[config.mk]
export PLATFORM = sky130hd
export DESIGN_NAME = sorted_multimap_list_engine
export DESIGN_NICKNAME = d
export VERILOG_FILES = /design/src/hw/rtl/smle_pkg.sv /design/src/hw/rtl/smle_datapath.sv /design/src/hw/rtl/smle_controller.sv /design/src/hw/rtl/sorted_multimap_list_engine.sv
export VERILOG_INCLUDE_DIRS = /design/src /design/src/hw/rtl
export SDC_FILE = /design/constraint.sdc
export NUM_CORES = 2
export LEC_CHECK = 0
export ABC_AREA = 0
export BUFFER_PORTS_ARGS = -buffer_cell sky130_fd_sc_hd__buf_4
export CAP_MARGIN = 30
export CORE_UTILIZATION = 28
export CTS_BUF_LIST = sky130_fd_sc_hd__clkbuf_4 sky130_fd_sc_hd__clkbuf_8
export CTS_CLUSTER_SIZE = 16
export DETAILED_ROUTE_END_ITERATION = 10
export GPL_TIMING_DRIVEN = 0
export PLACE_DENSITY_LB_ADDON = 0.15
export SYNTH_ARGS = -nofsm -noshare
export SYNTH_HDL_FRONTEND = slang
export SYNTH_SLANG_ARGS = --single-unit
[constraint.sdc]
create_clock -name clk -period 20.2 [get_ports clk]
set_clock_uncertainty 0.05 [all_clocks]
set_input_delay 4.04 -clock clk [delete_from_list [all_inputs] [get_ports clk]]
set_output_delay 4.04 -clock clk [all_outputs]
set_load 0.01 [all_outputs]
[src/hw/rtl/sorted_multimap_list_engine_assert.svh]
// Assertion macros for the sorted multimap list engine
`ifndef SORTED_MULTIMAP_LIST_ENGINE_ASSERT_SVH
`define SORTED_MULTIMAP_LIST_ENGINE_ASSERT_SVH
// implication checked every clock, off during reset
`define SMLE_ASSERT_IMP(lbl, clk_s, rst_s, pre, post) \
    lbl: assert property (@(posedge clk_s) disable iff (!rst_s) (pre) |-> (post)) \
        else $error("assertion failed");
// next-cycle implication
`define SMLE_ASSERT_NXT(lbl, clk_s, rst_s, pre, post) \
    lbl: assert property (@(posedge clk_s) disable iff (!rst_s) (pre) |=> (post)) \
        else $error("assertion failed");
`endif

[src/hw/rtl/smle_pkg.sv]
// ----------------------------------------------------------------------------
// smle_pkg
// Types and constants shared by the sorted multimap list engine.
// ----------------------------------------------------------------------------
package smle_pkg;

    localparam int DEF_CAPACITY = 16;
    localparam int MAX_RUN      = 16;

    localparam logic [1:0] ACT_ADD     = 2'd0;
    localparam logic [1:0] ACT_REMOVE  = 2'd1;
    localparam logic [1:0] ACT_REM_KEY = 2'd2;
    localparam logic [1:0] ACT_SEARCH  = 2'd3;

    localparam logic [1:0] ST_OK      = 2'd0;
    localparam logic [1:0] ST_NOMATCH = 2'd1;
    localparam logic [1:0] ST_FULL    = 2'd2;

    typedef struct packed {
        logic [1:0]         action;
        logic signed [31:0] key;
        logic signed [31:0] value;
    } smle_in_t;

    typedef struct packed {
        logic [1:0]         status;
        logic signed [31:0] result_value;
        logic               value_valid;
        logic               last;
        logic [4:0]         entry_count;
    } smle_out_t;

    // controller -> datapath
    typedef struct packed {
        logic load;      // latch input, reset walk
        logic rewind;    // reset walk to list head
        logic step;      // advance walk: prev <= cur, cur <= link[cur]
        logic skip;      // advance cur only (after unlink)
        logic alloc;     // pop free head, write key/value
        logic link_new;  // splice new slot before cur
        logic unlink;    // unlink cur
        logic capture;   // hold value of cur for emit
    } smle_cmd_t;

    // datapath -> controller
    typedef struct packed {
        logic cur_ok;
        logic free_ok;
        logic rel_ok;
        logic key_eq;
        logic val_eq;
        logic steps_done;
    } smle_sts_t;

endpackage

[src/hw/rtl/smle_datapath.sv]
// ----------------------------------------------------------------------------
// smle_datapath
// Slot stores, list and free heads, walk pointers and compare logic.
// ----------------------------------------------------------------------------
module smle_datapath
    import smle_pkg::*;
#(
    parameter int CAPACITY = DEF_CAPACITY
) (
    input  logic       clk,
    input  logic       rst_n,
    input  logic       order_mode,
    input  smle_in_t   in_item,
    input  smle_cmd_t  cmd,
    output smle_sts_t  sts,
    output logic [31:0] cap_value,
    output logic [4:0]  count
);

    localparam int SW = $clog2(CAPACITY + 1);
    localparam int IW = $clog2(CAPACITY);
    localparam logic [SW-1:0] NIL = SW'(CAPACITY);

    logic [31:0]   key_mem [CAPACITY];
    logic [31:0]   val_mem [CAPACITY];
    logic [SW-1:0] link_reg [CAPACITY];

    logic [SW-1:0] head_reg, free_reg, prev_reg, cur_reg, steps_reg, new_reg;
    logic [6:0]    pcount_reg;
    smle_in_t      item_reg;
    logic [31:0]   cap_reg;

    logic cur_ok, prev_ok, free_ok;
    logic [IW-1:0] cur_i, prev_i, free_i, new_i;
    logic [31:0] ck, cv;
    logic [SW-1:0] cl;

    assign cur_ok  = cur_reg < NIL;
    assign prev_ok = prev_reg < NIL;
    assign free_ok = free_reg < NIL;
    assign cur_i   = cur_reg[IW-1:0];
    assign prev_i  = prev_reg[IW-1:0];
    assign free_i  = free_reg[IW-1:0];
    assign new_i   = new_reg[IW-1:0];
    assign ck = key_mem[cur_i];
    assign cv = val_mem[cur_i];
    assign cl = link_reg[cur_i];

    logic [31:0] ua, ub;
    assign ua = ck ^ 32'h8000_0000;
    assign ub = item_reg.key ^ 32'h8000_0000;

    assign sts.cur_ok     = cur_ok;
    assign sts.free_ok    = free_ok;
    assign sts.rel_ok     = order_mode ? (ua >= ub) : (ua <= ub);
    assign sts.key_eq     = ck == item_reg.key;
    assign sts.val_eq     = cv == item_reg.value;
    assign sts.steps_done = steps_reg >= NIL;

    assign cap_value = cap_reg;
    assign count     = pcount_reg[4:0];

    always_ff @(posedge clk)
    begin
        if (cmd.alloc)
        begin
            key_mem[free_i] <= item_reg.key;
            val_mem[free_i] <= item_reg.value;
        end
        if (cmd.capture)
            cap_reg <= cv;
        if (cmd.load)
            item_reg <= in_item;
    end

    always_ff @(posedge clk or negedge rst_n)
    begin
        if (!rst_n)
        begin
            for (int i = 0; i < CAPACITY; i++)
                link_reg[i] <= SW'(i + 1);
            head_reg   <= NIL;
            free_reg   <= '0;
            prev_reg   <= NIL;
            cur_reg    <= NIL;
            steps_reg  <= '0;
            new_reg    <= NIL;
            pcount_reg <= '0;
        end
        else
        begin
            if (cmd.load || cmd.rewind)
            begin
                prev_reg  <= NIL;
                cur_reg   <= head_reg;
                steps_reg <= '0;
            end
            if (cmd.step)
            begin
                prev_reg  <= cur_reg;
                cur_reg   <= cl;
                steps_reg <= steps_reg + 1'b1;
            end
            if (cmd.skip)
            begin
                cur_reg   <= cl;
                steps_reg <= steps_reg + 1'b1;
            end
            if (cmd.alloc)
            begin
                free_reg <= link_reg[free_i];
                new_reg  <= free_reg;
            end
            if (cmd.link_new)
            begin
                link_reg[new_i] <= cur_ok ? cur_reg : NIL;
                if (prev_ok)
                    link_reg[prev_i] <= new_reg;
                else
                    head_reg <= new_reg;
                pcount_reg <= pcount_reg + 1'b1;
            end
            if (cmd.unlink)
            begin
                if (prev_ok)
                    link_reg[prev_i] <= cl;
                else
                    head_reg <= cl;
                link_reg[cur_i] <= free_reg;
                free_reg <= cur_reg;
                if (pcount_reg != '0)
                    pcount_reg <= pcount_reg - 1'b1;
            end
        end
    end

endmodule

[src/hw/rtl/smle_controller.sv]
// ----------------------------------------------------------------------------
// smle_controller
// Sequences one operation: walk, splice or unlink, emit result transfers.
// ----------------------------------------------------------------------------
module smle_controller
    import smle_pkg::*;
(
    input  logic       clk,
    input  logic       rst_n,
    input  logic       in_valid,
    output logic       in_ready,
    input  smle_in_t   in_data,
    output logic       out_valid,
    input  logic       out_ready,
    output smle_out_t  out_data,
    output smle_cmd_t  cmd,
    input  smle_sts_t  sts,
    input  logic [31:0] cap_value,
    input  logic [4:0]  count
);

    typedef enum logic [2:0] {
        S_IDLE, S_ADD_ALLOC, S_ADD_WALK, S_COUNT, S_WALK, S_EMIT, S_DONE
    } state_t;

    state_t      state_reg;
    logic [1:0]  act_reg;
    logic [4:0]  nfound_reg;
    logic        emit_last_reg;
    logic        nfound_max;
    logic        found_reg;
    logic [4:0]  mcount_reg;
    logic [4:0]  rkcnt_reg;
    logic [4:0]  run_cnt;

    assign in_ready   = (state_reg == S_IDLE);
    assign nfound_max = nfound_reg >= 5'(MAX_RUN);
    // remove-key reports the count left after the whole run
    assign run_cnt    = (act_reg == ACT_REM_KEY) ? rkcnt_reg : count;

    // combinational commands
    always_comb
    begin
        cmd = '0;
        cmd.load = in_valid && in_ready;
        case (state_reg)
            S_ADD_ALLOC:
                cmd.alloc = sts.free_ok;
            S_ADD_WALK:
            begin
                if (sts.cur_ok && !sts.steps_done && sts.rel_ok)
                    cmd.step = 1'b1;
                else
                    cmd.link_new = 1'b1;
            end
            S_COUNT:
            begin
                if (sts.cur_ok && !sts.steps_done)
                    cmd.step = 1'b1;
                else
                    cmd.rewind = 1'b1;
            end
            S_WALK:
            begin
                if (sts.cur_ok && !sts.steps_done && !out_valid)
                begin
                    if (act_reg == ACT_REMOVE)
                    begin
                        if (sts.key_eq && sts.val_eq)
                            cmd.unlink = 1'b1;
                        else
                            cmd.step = 1'b1;
                    end
                    else if (sts.key_eq)
                    begin
                        cmd.capture = !nfound_max;
                        if (act_reg == ACT_REM_KEY)
                        begin
                            cmd.unlink = 1'b1;
                            cmd.skip   = 1'b1;
                        end
                        else
                            cmd.step = 1'b1;
                    end
                    else
                        cmd.step = 1'b1;
                end
            end
            default: ;
        endcase
    end

    // A match found during search/remove-key is held in cap_value and
    // emitted as a non-last result when the next match is found; the final one
    // is held back until the walk ends so its last flag is known.
    logic have_pend_reg;

    always_ff @(posedge clk or negedge rst_n)
    begin
        if (!rst_n)
        begin
            state_reg     <= S_IDLE;
            act_reg       <= ACT_ADD;
            nfound_reg    <= '0;
            mcount_reg    <= '0;
            rkcnt_reg     <= '0;
            out_valid     <= 1'b0;
            out_data      <= '0;
            emit_last_reg <= 1'b0;
            have_pend_reg <= 1'b0;
        end
        else
        begin
            if (out_valid && out_ready)
                out_valid <= 1'b0;
            case (state_reg)
                S_IDLE:
                begin
                    if (in_valid)
                    begin
                        act_reg       <= in_data.action;
                        nfound_reg    <= '0;
                        mcount_reg    <= '0;
                        have_pend_reg <= 1'b0;
                        if (in_data.action == ACT_ADD)
                            state_reg <= S_ADD_ALLOC;
                        else if (in_data.action == ACT_REM_KEY)
                            state_reg <= S_COUNT;
                        else
                            state_reg <= S_WALK;
                    end
                end
                S_ADD_ALLOC:
                begin
                    if (sts.free_ok)
                        state_reg <= S_ADD_WALK;
                    else
                    begin
                        out_data  <= '{ST_FULL, 32'sd0, 1'b0, 1'b1, count};
                        state_reg <= S_DONE;
                        out_valid <= 1'b1;
                    end
                end
                S_ADD_WALK:
                begin
                    if (cmd.link_new)
                        state_reg <= S_EMIT;
                end
                S_COUNT:
                begin
                    if (sts.cur_ok && !sts.steps_done)
                    begin
                        if (sts.key_eq)
                            mcount_reg <= mcount_reg + 1'b1;
                    end
                    else
                    begin
                        rkcnt_reg <= count - mcount_reg;
                        state_reg <= S_WALK;
                    end
                end
                S_WALK:
                begin
                    if (!out_valid || out_ready)
                    begin
                        if (!out_valid && sts.cur_ok && !sts.steps_done)
                        begin
                            if (act_reg == ACT_REMOVE)
                            begin
                                if (cmd.unlink)
                                    state_reg <= S_EMIT;
                            end
                            else if (sts.key_eq && !nfound_max)
                            begin
                                if (have_pend_reg)
                                begin
                                    out_data  <= '{ST_OK, cap_value, 1'b1,
                                                   1'b0, run_cnt};
                                    out_valid <= 1'b1;
                                end
                                have_pend_reg <= 1'b1;
                                nfound_reg    <= nfound_reg + 1'b1;
                            end
                        end
                        else if (!sts.cur_ok || sts.steps_done)
                            state_reg <= S_EMIT;
                    end
                end
                S_EMIT:
                begin
                    if (!out_valid)
                    begin
                        out_valid <= 1'b1;
                        state_reg <= S_DONE;
                        case (act_reg)
                            ACT_ADD:
                                out_data <= '{ST_OK, 32'sd0, 1'b0, 1'b1, count};
                            ACT_REMOVE:
                                out_data <= '{found_reg ? ST_OK : ST_NOMATCH,
                                              32'sd0, 1'b0, 1'b1, count};
                            default:
                            begin
                                if (have_pend_reg)
                                    out_data <= '{ST_OK, cap_value, 1'b1,
                                                  1'b1, run_cnt};
                                else
                                    out_data <= '{ST_NOMATCH, 32'sd0, 1'b0,
                                                  1'b1, run_cnt};
                            end
                        endcase
                    end
                end
                S_DONE:
                begin
                    if (out_valid && out_ready)
                        state_reg <= S_IDLE;
                end
                default:
                    state_reg <= S_IDLE;
            endcase
        end
    end

    // remove reaches EMIT from the walk either by unlink (found) or by end
    always_ff @(posedge clk or negedge rst_n)
    begin
        if (!rst_n)
            found_reg <= 1'b0;
        else if (cmd.load)
            found_reg <= 1'b0;
        else if (state_reg == S_WALK && cmd.unlink)
            found_reg <= 1'b1;
    end

endmodule

[src/hw/rtl/sorted_multimap_list_engine.sv]
// Remove-key makes two walks: a counting pass, then the unlink pass; each
// walk is at most CAPACITY steps. Each result before the last holds the walk
// until it is accepted. One operation at a time: the next input is taken
// only after the last result has been accepted.
// Reset (rst_n, async): list empty, free chain 0..CAPACITY-1, order_mode 0.
// ----------------------------------------------------------------------------
// sorted_multimap_list_engine
// Ordered key/value list with free chain; add, remove, remove-key, search.
// ----------------------------------------------------------------------------
`include "sorted_multimap_list_engine_assert.svh"

module sorted_multimap_list_engine
    import smle_pkg::*;
#(
    parameter int CAPACITY = DEF_CAPACITY
) (
    input  logic      clk,
    input  logic      rst_n,
    input  logic      cfg_valid,
    output logic      cfg_ready,
    input  logic      cfg_data,
    input  logic      in_valid,
    output logic      in_ready,
    input  smle_in_t  in_data,
    output logic      out_valid,
    input  logic      out_ready,
    output smle_out_t out_data
);

    logic        order_mode_reg;
    smle_cmd_t   cmd;
    smle_sts_t   sts;
    logic [31:0] cap_value;
    logic [4:0]  count;

    assign cfg_ready = in_ready;

    always_ff @(posedge clk or negedge rst_n)
    begin
        if (!rst_n)
            order_mode_reg <= 1'b0;
        else if (cfg_valid && cfg_ready)
            order_mode_reg <= cfg_data;
    end

    smle_controller u_ctrl (
        .clk, .rst_n, .in_valid, .in_ready, .in_data,
        .out_valid, .out_ready, .out_data, .cmd, .sts, .cap_value, .count
    );

    smle_datapath #(.CAPACITY(CAPACITY)) u_dp (
        .clk, .rst_n, .order_mode(order_mode_reg), .in_item(in_data),
        .cmd, .sts, .cap_value, .count
    );

    `SMLE_ASSERT_IMP(a_no_link_and_unlink, clk, rst_n, cmd.link_new, !cmd.unlink)
    `SMLE_ASSERT_IMP(a_count_range, clk, rst_n, 1'b1, count <= 5'(CAPACITY))
    `SMLE_ASSERT_NXT(a_busy_after_accept, clk, rst_n, in_valid && in_ready, !in_ready)

endmodule
==> results.cfg <==
[run_status]
outcome = finished clean

[cts]
cts_resized = 0
cts_tree = yes
cts.htree.levels = 4
clockBufferDepth = 3
post_cts_buffers = 0
numCtsBuffers = 223
cts.clk_slew.worst_paths_ps = 60
cts-hold-fix-buffers = 0
clock-root-buffer = clkbuf_8
clock-sinks = 1302
clk_latency_ps = 1000

[cells_and_area]
final_common_cell = edfxtp_1
drive_gt1_share_pct = 27.1
fillers = 18900
area.growth.synth_to_final_pct = 20.3
mostFrequentLayoutCells = edfxtp_1, mux4_2, clkbuf_8, nand2_1, dfrtp_1
fin_cells = 6559
finalNetCount = 3856

[global_route]
grt_pass1_vias = 34200
busiest_layer = met2
grt_max_degree = 81
met3_usage_pct = 3.80
grt.met2_usage_pct = 29.8
use_met1_pct = 27.4
antenna_found_initial = 4
grt_usage_pct = 19.2
grt-ovfl-total = 0
grt_pass1_wl_um = 270000

[placement]
hpwl_um = 133000
gp_congestion = 0.948
place_inst = 6139
numPortBuffers = 115
place_ws_ps = 10490

[route]
wirelength_um = 193000
vias = 33900
drc_errors = 0
drt_first_pass_iters = 6
drtAntennaViolNets = 0
wl_per_cell_um = 29.4
drt_iter0_markers = 3816
vias_per_cell = 5.17

[logic_synthesis]
synthAdderAreaFrac_pct = 0.987
ys_seq_elements = 1302
mappedNetlistArea_mm2 = 0.0553
synth-seq-area-share_pct = 69.2
synth_top_family_by_area = multiplexers
synth_cell_types = 81
synth-simple-area-share_pct = 4.49
synth_xor_area_share_pct = 0.634
async_reset_ff_share_pct = 14.0
synth_edf_count = 1120
synthesis.nets = 3365
synth.area.mux_share_pct = 14.7
yosysWarnings = 0
syn-mean-instance-area_um2 = 17.0
ys.flop_type = edfxtp_1
synth_compound_area_share_pct = 7.91
synth_cells = 3250

[hold_path]
min_path_type = flip-flop to flip-flop

[timing]
fin_setup_tns_ps = 0
worst_pin_slew_ps = 1090
hold_viol_final = 0
finalSetupViolCount = 0
min_period_over_period_pct = 47.5
rsz0062_at_grt = no
finalMaxSlewViolations = 0
slew_headroom_pct = 27.6
fmax_ghz = 0.104
min_period_ps = 9590
setup_slack_ps = 10610

[die]
die_y_um = 446
die_x_um = 446
dieArea_mm2 = 0.199
ios = 116
initial_core_util_pct = 28.3
rows = 162
core-area_mm2 = 0.195

[critical_path]
critPathLaunchType = flip-flop
path_class = flip-flop to flip-flop
path_max_fanout = 10
cp-end-kind = flip-flop
required_ps = 20980
arrival_ps = 10370

[pwr]
power_frac_comb_pct = 37.5
p_leak_nw = 22.2
switching_power_mw = 3.42
power.density_mw_per_mm2 = 139
p_int_mw = 5.80
clockPowerShare_pct = 26.3
power.share.sequential_pct = 36.2
switching_share_pct = 37.1
peakVddDrop_mv = 0.0639

[flow_run]
maxCapViolCount = 0
## synthesized netlist by cell type (all sizes together) (21+ instances only)
cell / instances / share of area [%]
nand3: 49 / 0.44
o21ai: 118 / 1.1
edfxtp: 1120 / 61
inv: 58 / 0.39
nand2: 171 / 1.2
a2bb2oi: 21 / 0.33
nor2: 119 / 0.81
buf: 69 / 0.82
a21oi: 63 / 0.57
dfrtp: 145 / 6.6
o2bb2ai: 24 / 0.38
dfstp: 37 / 1.8
mux2i: 121 / 2.2
mux4: 291 / 12
mux2: 28 / 0.58
ha: 42 / 0.95
clkbuf: 131 / 0.89
nor3: 38 / 0.34
a22oi: 114 / 1.6
a22o: 45 / 0.71
o22ai: 141 / 1.6
xnor2: 22 / 0.35
nor2b: 25 / 0.28
## cells by family (layout without fill, tap and decap cells)
kind of cell / Yosys count / in the layout
simple gates: 523 / 523
flops: 1302 / 1302
compound gates: 639 / 639
xor+xnor: 40 / 40
buf+inv: 263 / 946
other cells: 0 / 2
mux: 440 / 440
fa+ha+maj: 43 / 43
## routing by layer
| layer | part of all wire [%] | routed length, µm |
|---|---|---|
| met4 | 2.3 | 4380 |
| met1 | 45 | 87200 |
| met5 | 0 | 0 |
| met3 | 6.4 | 12300 |
| met2 | 46 | 88700 |
## per-stage QoR
stage / cell area, µm² / hold WS, ps / utilization (%) / total power, mW
global placement: 59400 / 400 / 30.4 / 6.70
finish: 66500 / 407 / 34.0 / 9.22
detailed placement: 62000 / 406 / 31.7 / 6.84
global route: 66500 / 420 / 34.0 / 9.60
CTS: 66500 / 412 / 34.0 / 9.30
floorplan: 55300 / 393 / - / 5.33
## power by group through the flow
stage	logic (mW)	registers, mW	clock network [mW]
after floorplan	2.02	3.31	0
after global placement	3.31	3.39	0
after detailed placement	3.45	3.39	0
after CTS	3.47	3.33	2.49
after global routing	3.65	3.35	2.60
final	3.46	3.34	2.42
## critical path, stage by stage, from the launching register on
cell	delay, ps
dfrtp_1	320
buf_2	240
buf_2	440
clkbuf_1	630
buf_1	520
clkbuf_1	540
clkbuf_1	570
buf_1	540
buf_8	240
mux4_2	520
mux4_2	510
ha_1	320
nand4_1	260
nor4_1	930
nand2_1	470
nor4_1	430
or4b_1	610
and3_1	230
clkbuf_2	160
or4b_4	570
mux2_4	320
## final cells by class
class	count	area [µm²]	area share (%)
Clock buffer	306	3770	5.66
Multi-Input combinational cell	1685	16000	24.0
Tap cell	2624	3280	4.94
Antenna cell	2	5.00	0.00753
Clock inverter	111	708	1.06
Timing Repair Buffer	266	3330	5.00
Inverter	63	241	0.363
Buffer	200	950	1.43
Sequential cell	1302	38200	57.5
## final timing paths
kind / start / end / slack (ps) / depth (start not counted)
worst max-delay path: u_dp.cur_reg[0] / u_ctrl.state_reg[0] / 10610 / 20
worst min-delay path: u_dp.cap_value[5] / u_ctrl.out_data[12] / 410 / 1
worst max register to register: u_dp.cur_reg[0] / u_ctrl.state_reg[0] / 10610 / 20
worst min register to register: u_dp.cap_value[5] / u_ctrl.out_data[12] / 410 / 1
max in group asynchronous: rst_n / u_dp.link_reg[8] / 16080 / 3
min in group asynchronous: rst_n / u_dp.link_reg[37] / 2870 / 1
(Power assumes the default switching activity.)
